**config.mk**
```make
export PLATFORM = sky130hd
export DESIGN_NAME = mbc2u16_classify
export DESIGN_NICKNAME = d
export VERILOG_FILES = /design/src/sv/assert_macros.svh /design/src/sv/mbc2u16_pkg.sv /design/src/sv/mbc2u16_classify.sv
export SDC_FILE = /design/constraint.sdc
export NUM_CORES = 1
export LEC_CHECK = 0
export BUFFER_PORTS_ARGS = -buffer_cell sky130_fd_sc_hd__buf_2
export CORE_AREA = 4 4 103 105
export CTS_CLUSTER_DIAMETER = 40
export DETAILED_ROUTE_END_ITERATION = 8
export DIE_AREA = 0 0 107 109
export HOLD_SLACK_MARGIN = 0.06
export PLACE_DENSITY = 0.58
export SLEW_MARGIN = 30
export SYNTH_ARGS = -nofsm -noshare
export SYNTH_HDL_FRONTEND = slang
export SYNTH_SLANG_ARGS = --single-unit
export TNS_END_PERCENT = 100
```
**constraint.sdc**
```tcl
create_clock -name clk -period 1.3 [get_ports clk]
set_clock_uncertainty 0.1 [all_clocks]
set_input_delay 0.39 -clock clk [delete_from_list [all_inputs] [get_ports clk]]
set_output_delay 0.39 -clock clk [all_outputs]
set_load 0.03 [all_outputs]
```
**src/sv/assert_macros.svh**
```systemverilog
// Assertion macros used by the top-level RTL file.
// No dependencies; synthesis defines SYNTH to drop the checks.
`ifndef ASSERT_MACROS_SVH
`define ASSERT_MACROS_SVH
`ifndef SYNTH
`define ASSERT_NOW(label, clk, rst_n, a, c) \
    label: assert property (@(posedge clk) disable iff (!rst_n) (a) |-> (c)) \
        else $error("assertion failed");
`define ASSERT_AFTER(label, clk, rst_n, a, n, c) \
    label: assert property (@(posedge clk) disable iff (!rst_n) (a) |-> ##n (c)) \
        else $error("assertion failed");
`else
`define ASSERT_NOW(label, clk, rst_n, a, c)
`define ASSERT_AFTER(label, clk, rst_n, a, n, c)
`endif
`endif

```
**src/sv/mbc2u16_pkg.sv**
```systemverilog
// Types and constants for the multibyte charset to UTF-16 decoder.
// No dependencies.
package mbc2u16_pkg;

    localparam int TABLE_DEPTH_DEF = 16384;
    localparam int IDX_W = 15;

    localparam logic OP_WRITE  = 1'b0;
    localparam logic OP_DECODE = 1'b1;

    localparam logic [2:0] ENC_UTF16LE = 3'd0;
    localparam logic [2:0] ENC_UTF8    = 3'd1;
    localparam logic [2:0] ENC_BIG5    = 3'd2;
    localparam logic [2:0] ENC_GBK     = 3'd3;
    localparam logic [2:0] ENC_JIS     = 3'd4;

    localparam int ROW_LEN_BIG5 = 157;
    localparam int ROW_LEN_GBK  = 94;
    localparam int ROW_LEN_JIS  = 188;

    localparam logic [7:0] LEAD_ASCII_END = 8'h80;
    localparam logic [7:0] LEAD_A_LO      = 8'hA1;
    localparam logic [7:0] LEAD_A_HI      = 8'hC6;
    localparam logic [7:0] LEAD_B_LO      = 8'hC9;
    localparam logic [7:0] LEAD_B_HI      = 8'hF9;
    localparam logic [7:0] LEAD_B_BASE    = 8'hA3;
    localparam logic [7:0] GBK_A_HI       = 8'hA9;
    localparam logic [7:0] GBK_B_LO       = 8'hB0;
    localparam logic [7:0] GBK_B_HI       = 8'hF7;
    localparam logic [7:0] GBK_B_BASE     = 8'hA6;
    localparam logic [7:0] TRAIL_LO_LO    = 8'h40;
    localparam logic [7:0] TRAIL_LO_HI    = 8'h7E;
    localparam logic [7:0] TRAIL_HI_LO    = 8'hA1;
    localparam logic [7:0] TRAIL_HI_HI    = 8'hFE;
    localparam logic [7:0] TRAIL_HI_BASE  = 8'h62;
    localparam logic [7:0] TRAIL_MASK6    = 8'h3F;

    typedef enum logic [1:0] {
        LINE_BIG5 = 2'd0,
        LINE_GBK  = 2'd1,
        LINE_JIS  = 2'd2
    } line_t;

    typedef struct packed {
        logic        op;
        logic [13:0] table_index;
        logic [15:0] table_word;
        logic [7:0]  first_byte;
        logic [7:0]  second_byte;
        logic [7:0]  third_byte;
    } item_t;

    typedef struct packed {
        logic [15:0] code_unit;
        logic [1:0]  bytes_used;
        logic        unmapped;
    } result_t;

    // after classify
    typedef struct packed {
        logic        valid;
        logic        is_write;
        logic        lookup;
        line_t       line;
        logic [6:0]  row;
        logic [7:0]  col;
        logic [15:0] code;    // direct code, or table word on a write
        logic [1:0]  used;
        logic        miss;
        logic [13:0] widx;
    } s1_t;

    // after index
    typedef struct packed {
        logic             valid;
        logic             is_write;
        logic             lookup;
        logic             addr_ok;
        logic [IDX_W-1:0] addr;
        logic [15:0]      code;
        logic [1:0]       used;
        logic             miss;
    } s2_t;

    // after table access
    typedef struct packed {
        logic        valid;
        logic        lookup;
        logic        addr_ok;
        logic [15:0] code;
        logic [1:0]  used;
        logic        miss;
    } s3_t;

endpackage

```
**src/sv/mbc2u16_classify.sv**
```systemverilog
// Stage 1: lead/trail range checks, direct decodes, table row and column.
// Depends on mbc2u16_pkg.
module mbc2u16_classify
    import mbc2u16_pkg::*;
(
    input  logic       clk,
    input  logic       rst_n,
    input  logic       take,
    input  item_t      item,
    input  logic [2:0] encoding,
    output s1_t        s1
);

    s1_t s1_reg;
    s1_t s1_next;

    logic [7:0] b0;
    logic [7:0] b1;
    logic [7:0] b2;
    logic [7:0] diff_a;
    logic [7:0] diff_b;
    logic [7:0] diff_gb;
    logic [7:0] col_split;
    logic [7:0] col_gbk;
    logic [7:0] t_lo;
    logic [7:0] t_hi;
    logic [7:0] t_gbk;

    assign b0 = item.first_byte;
    assign b1 = item.second_byte;
    assign b2 = item.third_byte;
    assign diff_a  = b0 - LEAD_A_LO;
    assign diff_b  = b0 - LEAD_B_BASE;
    assign diff_gb = b0 - GBK_B_BASE;
    assign t_lo  = b1 - TRAIL_LO_LO;
    assign t_hi  = b1 - TRAIL_HI_BASE;
    assign t_gbk = b1 - TRAIL_HI_LO;

    always_comb
    begin
        if (b1 >= TRAIL_LO_LO && b1 <= TRAIL_LO_HI)
        begin
            col_split = t_lo;
        end
        else if (b1 >= TRAIL_HI_LO && b1 <= TRAIL_HI_HI)
        begin
            col_split = t_hi;
        end
        else
        begin
            col_split = 8'd0;
        end
        col_gbk = (b1 >= TRAIL_HI_LO && b1 <= TRAIL_HI_HI) ? t_gbk : 8'd0;
    end

    always_comb
    begin
        s1_next          = '0;
        s1_next.valid    = take;
        s1_next.is_write = (item.op == OP_WRITE);
        s1_next.widx     = item.table_index;
        s1_next.used     = 2'd2;
        s1_next.line     = LINE_BIG5;
        if (item.op == OP_WRITE)
        begin
            s1_next.code = item.table_word;
        end
        else
        begin
            unique case (encoding)
                ENC_UTF16LE:
                begin
                    s1_next.code = {b1, b0};
                end
                ENC_UTF8:
                begin
                    if (b0 < LEAD_ASCII_END)
                    begin
                        s1_next.code = {8'd0, b0};
                        s1_next.used = 2'd1;
                    end
                    else if (b0[5])
                    begin
                        s1_next.code = {b0[3:0], b1[5:0], b2[5:0]};
                        s1_next.used = 2'd3;
                    end
                    else
                    begin
                        s1_next.code = {5'd0, b0[4:0], b1[5:0]};
                    end
                end
                ENC_BIG5, ENC_JIS:
                begin
                    s1_next.line = (encoding == ENC_BIG5) ? LINE_BIG5 : LINE_JIS;
                    s1_next.col  = col_split;
                    if (b0 >= LEAD_A_LO && b0 <= LEAD_A_HI)
                    begin
                        s1_next.lookup = 1'b1;
                        s1_next.row    = diff_a[6:0];
                    end
                    else if (b0 >= LEAD_B_LO && b0 <= LEAD_B_HI)
                    begin
                        s1_next.lookup = 1'b1;
                        s1_next.row    = diff_b[6:0];
                    end
                    else if (b0 < LEAD_ASCII_END)
                    begin
                        s1_next.code = {8'd0, b0};
                        s1_next.used = 2'd1;
                    end
                    else
                    begin
                        s1_next.miss = 1'b1;
                    end
                end
                ENC_GBK:
                begin
                    s1_next.line = LINE_GBK;
                    s1_next.col  = col_gbk;
                    if (b0 >= LEAD_A_LO && b0 <= GBK_A_HI)
                    begin
                        s1_next.lookup = 1'b1;
                        s1_next.row    = diff_a[6:0];
                    end
                    else if (b0 >= GBK_B_LO && b0 <= GBK_B_HI)
                    begin
                        s1_next.lookup = 1'b1;
                        s1_next.row    = diff_gb[6:0];
                    end
                    else if (b0 < LEAD_ASCII_END)
                    begin
                        s1_next.code = {8'd0, b0};
                        s1_next.used = 2'd1;
                    end
                    else
                    begin
                        s1_next.miss = 1'b1;
                    end
                end
                default:
                begin
                    s1_next.miss = 1'b1;
                end
            endcase
        end
    end

    always_ff @(posedge clk or negedge rst_n)
    begin
        if (!rst_n)
        begin
            s1_reg <= '0;
        end
        else
        begin
            s1_reg <= s1_next;
        end
    end

    assign s1 = s1_reg;

endmodule

```
==> impl_results.md <==
- Clock transition at path regs: about 0.1 ns
- Met3 WL: 756 µm
- CTS root buf: clkbuf_8
- Failing checks: negative setup slack
- Pin count of the biggest net entering global routing: between 50 and 60
- Post-route cell area: between 0.005 and 0.006 mm²
- Run status: finished with violations
- Final setup viols: 77
- Routed via count: ~3600
- Row count: 36
- Max FFs per register: 53
- GRT overflow: 0
- H-tree depth: 2
- First-pass GRT wire length: roughly 18 mm
- Layout cells sized above 1: roughly half
- Required time worst endpoint: ~1.4 ns
- Total Routing Usage GR: just under 20%
- Worst Setup Start Kind: input pin
- Routability cong.: 0.901
- DR vias/cell: ~5.2
- Post-Layout Cell Count: 700
- Drt drc: 0
- Static Leakage: roughly 2.5 nW
- Commonest non-fill, non-tap cells in the layout: buf_4, buf_6, buf_2
- Die area: roughly 0.012 mm²
- Antenna violations before repair: 0
- Setup TNS: -17.23 ns
- DP HPWL: a little under 9 mm
- Pwr per Cell Area: around 770 mW/mm²
- Final Max Tran Viols: 0
- Crit path DAT: roughly 2.2 ns
- Area grow syn2layout: 67.8%
- Worst-margin pin slew: about 0.43 ns
- Cells after Synth: between 300 and 400
- Synth Flop Type: dfrtp_1
- Hold crit path type: in -> reg
- Clock Sinks: 53
- Total power draw: 4.29 mW
- Avg Cell Area, Syn: 9.05 µm²
- Synth unique cells: 62
- First-pass DRT Iterations: 4
- Initial Utilization: 34.3%
- Sequential fraction of the synthesis area: between 40 and 50%
- DR top layer: met4
- Top Ports: between 100 and 150
- Post-route ant nets: 0
- Post-Route WL: roughly 12 mm
- CP Max Fanout: 5
- Async set-reset flop share out of synthesis: 100%
- Unrepaired setup endpoints after global routing: true
- Mapped cell area: ~0.0033 mm²
- Initial detailed-routing violation count: 180
- CTS tree: done
- Max cap viols: 0
- # diodes: 0
- Mean routed wirelength per cell: 16.5 µm
- Maximum buffer depth of the clock tree: 2
- Vias in the first global route: roughly 3600
- Core area: about 0.0096 mm²
- CP Capture Type: flip-flop
- Fmax: 0.471 GHz
- Post-synth EDFFs: 0
- Yosys reg bits: 53
- Max transition margin: 71.2%
- Cts bufs inserted: 5
- Tcrit/Tclk final: 163%
- Placed cell area: 0.00478 mm²
- Buffers on Ports: roughly 110
- Net count of the mapped netlist: around 450
- M1 WL: around 4.8 mm
- Crit Path Class: in -> reg
- Hold Vio Cnt, Final: 0
- Final #Nets: 646
- Syn. warnings: 0
- Tmin final: about 2.1 ns
- Peak supply drop: between 400 and 500 µV
- Final setup margin: -0.823 ns
- Die height: 109 µm
- Metal2 WL: around 5.8 mm
- Chip width: 107 µm
- Commonest non-fill, non-tap cell in the layout: buf_4
- Placed insts: a little under 700
==> metal layers <==
layer,GRT usage (%),vias up
li1,-,1747
met1,24.9,1731
met2,33.0,141
met3,3.26,19
met4,6.94,0
met5,0,-
==> final timing paths <==
kind,cells past startpoint,startpoint,endpoint
worst max-delay path,10,item[8],s1[38]$_DFF_PN0_
max in group asynchronous,3,rst_n,s1[5]$_DFF_PN0_
worst min-delay path,1,item[53],s1[13]$_DFF_PN0_
min in group asynchronous,3,rst_n,s1[45]$_DFF_PN0_
==> cell usage after synthesis, types with 7 or more instances <==
cell type  number  share of area [%]
inv_1          16                1.8
o211ai_1       14                3.2
a31oi_1        10                1.9
ha_1           19                7.2
o21ai_0        15                2.3
clkbuf_1       15                1.7
a21oi_1        23                3.5
nor3_1          7                1.1
dfrtp_1        53                 40
nor2_1         27                3.1
xnor2_1         8                2.1
nand2_1        42                4.8
nand3_1         9                1.4
o2bb2ai_1       8                2.1
==> area by class of cell <==
cell class / instances / area, µm²
Fill cell: 847 / 4100
Multi-Input combinational cell: 274 / 2130
Timing Repair Buffer: 216 / 1750
Sequential cell: 53 / 1330
Tap cell: 133 / 166
Inverter: 16 / 78.8
Clock buffer: 5 / 68.8
Clock inverter: 3 / 25.0
==> power by group <==
part           internal, mW  total [mW]  switching, mW
sequential             1.74        1.78         0.0429
clock                 0.390       0.982          0.592
combinational         0.709        1.53          0.817
total                  2.83        4.29           1.45
==> through the flow <==
stage	setup slack, ns	hold slack, ns	util (%)
6_report	-0.823	0.0783	57.5
5_1_grt	-0.914	0.0605	57.5
4_1_cts	-0.756	0.0705	56.0
3_5_place_dp	-1.12	0.304	49.6
3_3_place_gp	-1.11	0.302	49.6
2_1_floorplan	-0.962	-0.00559	-
==> cell families (layout without fill, tap and decap cells) <==
group | Yosys count | count (layout) | share of synthesized area (%)
buffers and inverters | 38 | 240 | 4.73
adders and majority gates | 19 | 19 | 7.20
xor gates and xnor gates | 9 | 9 | 2.39
and+or+nand+nor | 120 | 120 | 17.9
AOI/OAI and AO/OA | 120 | 120 | 25.8
muxes | 6 | 6 | 1.82
DFF | 53 | 53 | 40.2
==> critical path: stages <==
cell and delay, ns:
buf_6 0.10, clkinvlp_4 0.08, ha_4 0.12, or3b_4 0.38, o311a_4 0.32, o22ai_4 0.27, buf_6 0.18, o21ai_0 0.10
a21oi_1 0.19, a21oi_1 0.10
==> what timing repair did <==
item | 4_1_cts | 5_1_grt
setup buffers | 4 | 2
pin swaps | 26 | 18
gates resized for setup | 145 | 26
hold buffers | 1 | 2
gates cloned | 1 | 0
endpoints found under the hold margin | 53 | 2
endpoints found under the setup margin | 77 | 80
Power figures use the tool's default switching activity.
