**src/sv/assert_macros.svh**
```systemverilog
// Assertion macros used by the top-level RTL file.
// No dependencies; synthesis defines SYNTH to drop the checks.
`ifndef ASSERT_MACROS_SVH
`define ASSERT_MACROS_SVH
`ifndef SYNTH
`define ASSERT_NOW(label, clk, rst_n, a, c) \
    label: assert property (@(posedge clk) disable iff (!rst_n) (a) |-> (c)) \
        else $error("assertion failed");
`define ASSERT_AFTER(label, clk, rst_n, a, n, c) \
    label: assert property (@(posedge clk) disable iff (!rst_n) (a) |-> ##n (c)) \
        else $error("assertion failed");
`else
`define ASSERT_NOW(label, clk, rst_n, a, c)
`define ASSERT_AFTER(label, clk, rst_n, a, n, c)
`endif
`endif

```
**src/sv/mbc2u16_pkg.sv**
```systemverilog
// Types and constants for the multibyte charset to UTF-16 decoder.
// No dependencies.
package mbc2u16_pkg;

    localparam int TABLE_DEPTH_DEF = 16384;
    localparam int IDX_W = 15;

    localparam logic OP_WRITE  = 1'b0;
    localparam logic OP_DECODE = 1'b1;

    localparam logic [2:0] ENC_UTF16LE = 3'd0;
    localparam logic [2:0] ENC_UTF8    = 3'd1;
    localparam logic [2:0] ENC_BIG5    = 3'd2;
    localparam logic [2:0] ENC_GBK     = 3'd3;
    localparam logic [2:0] ENC_JIS     = 3'd4;

    localparam int ROW_LEN_BIG5 = 157;
    localparam int ROW_LEN_GBK  = 94;
    localparam int ROW_LEN_JIS  = 188;

    localparam logic [7:0] LEAD_ASCII_END = 8'h80;
    localparam logic [7:0] LEAD_A_LO      = 8'hA1;
    localparam logic [7:0] LEAD_A_HI      = 8'hC6;
    localparam logic [7:0] LEAD_B_LO      = 8'hC9;
    localparam logic [7:0] LEAD_B_HI      = 8'hF9;
    localparam logic [7:0] LEAD_B_BASE    = 8'hA3;
    localparam logic [7:0] GBK_A_HI       = 8'hA9;
    localparam logic [7:0] GBK_B_LO       = 8'hB0;
    localparam logic [7:0] GBK_B_HI       = 8'hF7;
    localparam logic [7:0] GBK_B_BASE     = 8'hA6;
    localparam logic [7:0] TRAIL_LO_LO    = 8'h40;
    localparam logic [7:0] TRAIL_LO_HI    = 8'h7E;
    localparam logic [7:0] TRAIL_HI_LO    = 8'hA1;
    localparam logic [7:0] TRAIL_HI_HI    = 8'hFE;
    localparam logic [7:0] TRAIL_HI_BASE  = 8'h62;
    localparam logic [7:0] TRAIL_MASK6    = 8'h3F;

    typedef enum logic [1:0] {
        LINE_BIG5 = 2'd0,
        LINE_GBK  = 2'd1,
        LINE_JIS  = 2'd2
    } line_t;

    typedef struct packed {
        logic        op;
        logic [13:0] table_index;
        logic [15:0] table_word;
        logic [7:0]  first_byte;
        logic [7:0]  second_byte;
        logic [7:0]  third_byte;
    } item_t;

    typedef struct packed {
        logic [15:0] code_unit;
        logic [1:0]  bytes_used;
        logic        unmapped;
    } result_t;

    // after classify
    typedef struct packed {
        logic        valid;
        logic        is_write;
        logic        lookup;
        line_t       line;
        logic [6:0]  row;
        logic [7:0]  col;
        logic [15:0] code;    // direct code, or table word on a write
        logic [1:0]  used;
        logic        miss;
        logic [13:0] widx;
    } s1_t;

    // after index
    typedef struct packed {
        logic             valid;
        logic             is_write;
        logic             lookup;
        logic             addr_ok;
        logic [IDX_W-1:0] addr;
        logic [15:0]      code;
        logic [1:0]       used;
        logic             miss;
    } s2_t;

    // after table access
    typedef struct packed {
        logic        valid;
        logic        lookup;
        logic        addr_ok;
        logic [15:0] code;
        logic [1:0]  used;
        logic        miss;
    } s3_t;

endpackage

```
**src/sv/mbc2u16_index.sv**
```systemverilog
// Stage 2: table index = row * row length + column (the write index on a write), bounds check.
// Depends on mbc2u16_pkg.
module mbc2u16_index
    import mbc2u16_pkg::*;
#(
    parameter int TABLE_DEPTH = TABLE_DEPTH_DEF
)
(
    input  logic clk,
    input  logic rst_n,
    input  s1_t  s1,
    output s2_t  s2
);

    s2_t s2_reg;
    s2_t s2_next;

    logic [IDX_W-1:0] prod;
    logic [IDX_W-1:0] idx;

    always_comb
    begin
        case (s1.line)
            LINE_BIG5: prod = IDX_W'(s1.row) * IDX_W'(ROW_LEN_BIG5);
            LINE_GBK:  prod = IDX_W'(s1.row) * IDX_W'(ROW_LEN_GBK);
            LINE_JIS:  prod = IDX_W'(s1.row) * IDX_W'(ROW_LEN_JIS);
            default:   prod = '0;
        endcase
        idx = s1.is_write ? IDX_W'(s1.widx) : prod + IDX_W'(s1.col);
    end

    always_comb
    begin
        s2_next          = '0;
        s2_next.valid    = s1.valid;
        s2_next.is_write = s1.is_write;
        s2_next.lookup   = s1.lookup;
        s2_next.addr     = idx;
        s2_next.addr_ok  = (32'(idx) < 32'(TABLE_DEPTH));
        s2_next.code     = s1.code;
        s2_next.used     = s1.used;
        s2_next.miss     = s1.miss;
    end

    always_ff @(posedge clk or negedge rst_n)
    begin
        if (!rst_n)
        begin
            s2_reg <= '0;
        end
        else
        begin
            s2_reg <= s2_next;
        end
    end

    assign s2 = s2_reg;

endmodule

```
**config.mk**
```make
export PLATFORM = sky130hd
export DESIGN_NAME = mbc2u16_index
export DESIGN_NICKNAME = d
export VERILOG_FILES = /design/src/sv/assert_macros.svh /design/src/sv/mbc2u16_pkg.sv /design/src/sv/mbc2u16_index.sv
export SDC_FILE = /design/constraint.sdc
export NUM_CORES = 1
export LEC_CHECK = 0
export ABC_AREA = 1
export ABC_CLOCK_PERIOD_IN_PS = 800
export BUFFER_PORTS_ARGS = -buffer_cell sky130_fd_sc_hd__buf_2
export CORE_MARGIN = 2
export CORE_UTILIZATION = 43
export CTS_CLUSTER_SIZE = 12
export DETAILED_ROUTE_END_ITERATION = 12
export GPL_TIMING_DRIVEN = 0
export PLACE_DENSITY = 0.7
export SETUP_SLACK_MARGIN = 0.05
export SYNTH_ARGS = -nofsm -noshare
export SYNTH_HDL_FRONTEND = slang
export SYNTH_SLANG_ARGS = --single-unit
```
**constraint.sdc**
```tcl
create_clock -name clk -period 0.8 [get_ports clk]
set_clock_uncertainty 0.1 [all_clocks]
set_input_delay 0.04 -clock clk [delete_from_list [all_inputs] [get_ports clk]]
set_output_delay 0.04 -clock clk [all_outputs]
set_load 0.03 [all_outputs]
```
==> reports/metrics.yaml, run 1 <==
status:
  outcome: "complete, but fails checks"
  violations: "hold timing, setup timing"
critical_path:
  worst-path-stages: 28
  endpoint_kind: "register"
  worstSetupPathType: "input pin to register"
  crit_end: "s2[30]$_DFF_PN0_"
  critPathLaunch: "s1[44]"
  crit_family: "adder cells"
  crit_fanout: 6
  arrival_ps: 4100
  cp.buffers_inverters: 6
  critPathMaxStageDelay_ps: 550
  critPathLaunchType: "input pin"
  cp.required_ps: 880
  crit_slowest_cell: "fa_1"
  cp_common_cell: "ha_4"
sta:
  layout_setup_ws_ps: -3221
  finalHoldViolCount: 40
  fmax_mhz: 248.7
  final.setup.tns_ps: -43730
  worst_pin_slew_ps: 823.9
  rsz0062_at_grt: "yes"
  fin_crit_sh_pct: 502.6
  hold_ws_ps: -275.8
  period_needed_ps: 4021
  slew_headroom_pct: 45.07
  report.final.slew_viol_count: 0
  finalSetupViolations: 54
route:
  routed_via_density: 5.557
  first_iter_violations: 377
  drc: 0
  firstDrtPassIters: 6
  ant_nets: 0
  wl_per_cell_microns: 19.68
  vias: 4440
  drt_wl_total_microns: 15720
floorplan:
  dieArea_sq_mm: 0.01005
  core_area_sq_mm: 0.009109
  die_h_microns: 100.2
  pin_count: 93
  rows: 35
  die_w_microns: 100.2
  initial_core_util_pct: 43.71
logic_synthesis:
  yosysTopAreaCell: "dfrtp_1"
  syn-cell-area_sq_mm: 0.003981
  synth_area_leaders: "dfrtp_1, ha_1, fa_1, nand2_1, inv_1"
  syn_area_per_cell_sq_um: 7.915
  synth_top_flop_cell: "dfrtp_1"
  ys_types: 34
  ys_seq_area_share_pct: 23.88
  syn-instance-count: 503
  synth_warnings: 0
  synth_edf_count: 0
  syn-num-nets: 648
  synthDominantCellAreaShare_pct: 23.88
  ys_ff_latch: 38
  async_reset_ff_share_pct: 100.0
layout:
  largest_reg_flops: 38
  ff_latch_area_sq_um: 952.2
  finalNetCount: 830
  layout_common_cells: "nand2_1, inv_1, buf_6"
  layout_commonest_cell: "nand2_1"
  multiInputGateArea_sq_mm: 0.003188
  fillers: 587
  drive_gt1_share_pct: 38.48
  synthToLayoutAreaGrowth_pct: 60.94
placed_design:
  port-buffer-count: 92
  gp_congestion: 0.8938
  place_hpwl_microns: 8171
pwr:
  power.total_mw: 15.59
  p_leak_nw: 3.304
  powerDensity_mw_per_mm2: 2433
  vdd_drop_max_mv: 1.066
global_routing:
  grt_use_total_pct: 28.16
  antenna_found_initial: 0
  grt_pass1_vias: 4366
  grt-ovfl-total: 0
  grt_pass1_wl_microns: 22040
  grt_max_degree: 39
clock_tree:
  root_buffer: "clkbuf_8"
  cts_max_level: 2
  cts_buffers: 5
  clock_path_buffers: 2
  cts_tree: "done"
  clkTransAtPathRegs_ps: 90
  cts_sinks: 38
min_path:
  holdCritPathClass: "input pin to async pin"
job:
  maxCapViolCount: 0
-- cells by family (layout without fill, tap and decap cells) --
group                      count (synthesis)  after routing  synth area share, %
AOI/OAI and AO/OA                         45             45                6.757
xor gates and xnor gates                   5              5                1.100
adders and majority gates                 90             90                32.62
buffers and inverters                    109            292                10.28
DFF                                       38             38                23.88
other                                      0              2                    0
and+or+nand+nor                          216            216                25.36
-- how the worst min path moves through the flow --
stage,endpoint,slack (ps),cells after the start
global placement,s2[23]$_DFF_PN0_,50,1
global route,s2[36]$_DFF_PN0_,-200,1
floorplan,s2[0]$_DFF_PN0_,-360,0
CTS,s2[8]$_DFF_PN0_,-240,1
finish,s2[36]$_DFF_PN0_,-280,1
detailed placement,s2[4]$_DFF_PN0_,50,1
-- metal layers --
metal  routed length (microns)  GRT usage, %  up-vias
met5                         0             0        -
met4                      1130         11.80        0
met3                      1413         4.875      104
met2                      7778         51.88      306
met1                      5398         31.89     2064
li1                          -             -     1966
-- power breakdown --
group	leakage (nW)	switching, mW	total [mW]	internal, mW
sequential	0.447	0.149	2.31	2.17
clock	0.0683	0.771	2.02	1.25
combinational	2.79	6.40	11.2	4.85
total	3.30	7.32	15.6	8.27
-- cell type report --
cell class / instances / area share, %
clock inverters: 3 / 1.074
diodes: 2 / 0.07811
inverters: 106 / 6.600
multi-input cells: 356 / 49.76
plain buffers: 3 / 0.3710
clock buffers: 5 / 1.074
well taps: 111 / 2.168
flip-flops and latches: 38 / 14.86
repair buffers: 175 / 24.02
-- synthesized netlist by cell type, types with 4 or more instances --
cell	instances
a21oi_1	16
dfrtp_1	38
fa_1	23
ha_1	67
inv_1	103
nand2_1	117
nand2_2	5
nand3_1	44
nand3_2	4
nor2_1	26
o21ai_0	13
o221ai_1	5
-- through the flow --
step | utilization [%] | setup slack, ps | std cells | area [sq um] | hold slack, ps
detailed placement | 51.54 | -3801 | 706 | 4695 | 49.76
floorplan | - | -3149 | 503 | 4095 | -355.6
finish | 70.34 | -3221 | 799 | 6407 | -275.8
CTS | 63.43 | -3033 | 772 | 5778 | -242.1
global placement | 51.54 | -3760 | 706 | 4695 | 48.19
global route | 70.29 | -3282 | 797 | 6402 | -202.0
-- what timing repair did --
item / CTS / global route
hold endpoints to repair: 74 / 41
pin swaps: 36 / 39
hold buffers: 33 / 1
setup buffers: 25 / 24
endpoints found under the setup margin: 54 / 55
resized for setup: 125 / 91
(Power assumes the default switching activity.)
==> inputs of run 2 (changes only) <==
--- a/config.mk
+++ b/config.mk
@@ -10,11 +10,14 @@
 export BUFFER_PORTS_ARGS = -buffer_cell sky130_fd_sc_hd__buf_2
 export CORE_MARGIN = 2
 export CORE_UTILIZATION = 43
+export CTS_CLUSTER_DIAMETER = 100
 export CTS_CLUSTER_SIZE = 12
 export DETAILED_ROUTE_END_ITERATION = 12
 export GPL_TIMING_DRIVEN = 0
 export PLACE_DENSITY = 0.7
 export SETUP_SLACK_MARGIN = 0.05
+export SKIP_LAST_GASP = 1
 export SYNTH_ARGS = -nofsm -noshare
 export SYNTH_HDL_FRONTEND = slang
 export SYNTH_SLANG_ARGS = --single-unit
+export TNS_END_PERCENT = 5
==> reports/metrics.yaml, run 2 (same netlist as run 1, synthesis figures left out) <==
sta:
  rsz0062_at_grt: "yes"  # unchanged
  slew_headroom_pct: 46.85  # was 45.07%
  period_needed_ps: 3823  # was 4021 ps
  fin_crit_sh_pct: 477.9  # was 502.6%
  finalSetupViolations: 54  # unchanged
  hold_ws_ps: -259.4  # was -275.8 ps
  layout_setup_ws_ps: -3023  # was -3221 ps
  finalHoldViolCount: 44  # was 40
  report.final.slew_viol_count: 0  # unchanged
  worst_pin_slew_ps: 797.3  # was 823.9 ps
  fmax_mhz: 261.6  # was 248.7 MHz
route:
  wl_per_cell_microns: 13.94  # was 19.68 microns
  drc: 0  # unchanged
  first_iter_violations: 170  # was 377
  drt_wl_total_microns: 10630  # was 15720 microns
  routed_via_density: 4.920  # was 5.557
  firstDrtPassIters: 4  # was 6
  ant_nets: 0  # unchanged
  vias: 3749  # was 4440
clock_tree:
  root_buffer: "clkbuf_8"  # unchanged
  cts_buffers: 5  # unchanged
  clock_path_buffers: 2  # unchanged
  clkTransAtPathRegs_ps: 70  # was 90 ps
  cts_max_level: 2  # unchanged
  ctsHoldBuffers: 30  # was 33
  cts_sinks: 38  # unchanged
  cts_tree: "done"  # unchanged
layout:
  multiInputGateArea_sq_mm: 0.002793  # was 0.003188 sq mm
  fillers: 792  # was 587
  layout_common_cells: "nand2_1, inv_1, buf_2"  # was nand2_1, inv_1, buf_6
  diodes: 0  # was 2
  synthToLayoutAreaGrowth_pct: 34.00  # was 60.94%
  layout_commonest_cell: "nand2_1"  # unchanged
  ff_latch_area_sq_um: 950.9  # was 952.2 sq um
  drive_gt1_share_pct: 26.57  # was 38.48%
  largest_reg_flops: 38  # unchanged
  finalNetCount: 795  # was 830
  stdcell_count: 762  # was 799
critical_path:
  crit_fanout: 4  # was 6
  endpoint_kind: "register"  # unchanged
  arrival_ps: 3880  # was 4100 ps
  critPathLaunchType: "input pin"  # unchanged
  worstSetupPathType: "input pin to register"  # unchanged
  critPathLaunch: "s1[42]"  # was s1[44]
  crit_end: "s2[28]$_DFF_PN0_"  # was s2[30]$_DFF_PN0_
  cp.required_ps: 860  # was 880 ps
job:
  maxCapViolCount: 0  # unchanged
placed_design:
  gp_congestion: 0.8886  # was 0.8938
  place_hpwl_microns: 8140  # was 8171 microns
  dpl.cell_count: 706  # unchanged
  port-buffer-count: 92  # unchanged
floorplan:
  dieArea_sq_mm: 0.01005  # unchanged
  die_h_microns: 100.2  # unchanged
  core_area_sq_mm: 0.009109  # unchanged
  pin_count: 93  # unchanged
  rows: 35  # unchanged
  initial_core_util_pct: 43.71  # unchanged
  die_w_microns: 100.2  # unchanged
min_path:
  holdCritPathClass: "input pin to async pin"  # unchanged
pwr:
  powerDensity_mw_per_mm2: 2273  # was 2433 mW/mm^2
  p_leak_nw: 2.954  # was 3.304 nW
  vdd_drop_max_mv: 1.004  # was 1.066 mV
status:
  violations: "hold timing, setup timing"  # unchanged
  outcome: "complete, but fails checks"  # unchanged
global_routing:
  grt_max_degree: 39  # unchanged
  grt-ovfl-total: 0  # unchanged
  grt_pass1_vias: 3737  # was 4366
  antenna_found_initial: 0  # unchanged
  grt_pass1_wl_microns: 17050  # was 22040 microns
  grt_use_total_pct: 21.36  # was 28.16%
==> run 2: changes by cell type in the layout (fill, tap and decap cells not counted), sizes merged <==
| cell | previous run | this run |
|---|---|---|
| dlygate4sd3 | 33 | 30 |
| dlymetal6s4s | 1 | 0 |
| inv | 104 | 105 |
| bufinv | 2 | 0 |
| clkbuf | 7 | 10 |
| buf | 142 | 109 |
| diode | 2 | 0 |
==> run 2: layout make-up <==
class                           instances  area share [%]
Inverter                              106           7.622
Tap cell                              111           2.603
Timing Repair Buffer                  140           17.61
Clock inverter                          2          0.2345
Clock buffer                            6           1.548
Sequential cell                        38           17.82
Multi-Input combinational cell        356           52.35
Buffer                                  3          0.2111
==> run 2: layer usage <==
metal  GRT usage [%]  wire (microns)  share of wire (%)  up-vias
met3           2.228             571                5.4       17
met4           7.376             281                2.6        0
met5               0               0                  0        -
met1           24.43            4285                 40     1723
li1                -               -                  -     1886
met2           40.94            5487                 52      123
==> run 2: worst min-delay path by stage <==
stage | slack (ps) | to | depth (start not counted)
2_1_floorplan | -360 | s2[0]$_DFF_PN0_ | 0
3_3_place_gp | 50 | s2[6]$_DFF_PN0_ | 1
3_5_place_dp | 50 | s2[16]$_DFF_PN0_ | 1
4_1_cts | -240 | s2[14]$_DFF_PN0_ | 1
5_1_grt | -180 | s2[6]$_DFF_PN0_ | 1
6_report | -260 | s2[6]$_DFF_PN0_ | 1
==> run 2: critical path, stage by stage <==
cell        delay, ps
buf_12             80
clkinvlp_4         90
fa_1              520
inv_2              50
ha_4              260
fa_1              440
ha_4              300
ha_4              200
inv_2              60
nand2_2            50
and2_4            130
or2_4             230
nand3_4            70
o221ai_4          110
ha_4              270
nand2_1            60
nand2_1            50
a21oi_1           140
nand2_2           100
a21oi_2           140
inv_1              60
nand2_2            70
inv_2              40
buf_4             120
nor2_1             90
o31ai_1            80
==> run 2: timing repair <==
action | 4_1_cts | 5_1_grt
gates resized for setup | 22 | 18
endpoints found under the hold margin | 74 | 44
endpoints found under the setup margin | 54 | 54
buffers inserted | 16 | 2
pin swaps | 18 | 15
==> run 2: through the flow <==
| step | TNS, ps | utilization, % | cell area, sq um | setup WS [ps] | power (mW) |
|---|---|---|---|---|---|
| 2_1_floorplan | -37220 | - | 4034 | -3153 | 7.912 |
| 3_3_place_gp | -44920 | 50.87 | 4633 | -3722 | 9.422 |
| 3_5_place_dp | -45830 | 50.87 | 4633 | -3793 | 9.560 |
| 4_1_cts | -43850 | 57.29 | 5219 | -3031 | 11.59 |
| 5_1_grt | -47530 | 58.57 | 5335 | -3193 | 13.29 |
| 6_report | -43840 | 58.57 | 5335 | -3023 | 12.13 |
==> run 2: report_power, final <==
part	switching (mW)	total [mW]	internal, mW
Sequential	0.0712	2.23	2.16
Combinational	5.10	8.58	3.48
Clock	0.624	1.32	0.691
Total	5.79	12.1	6.33
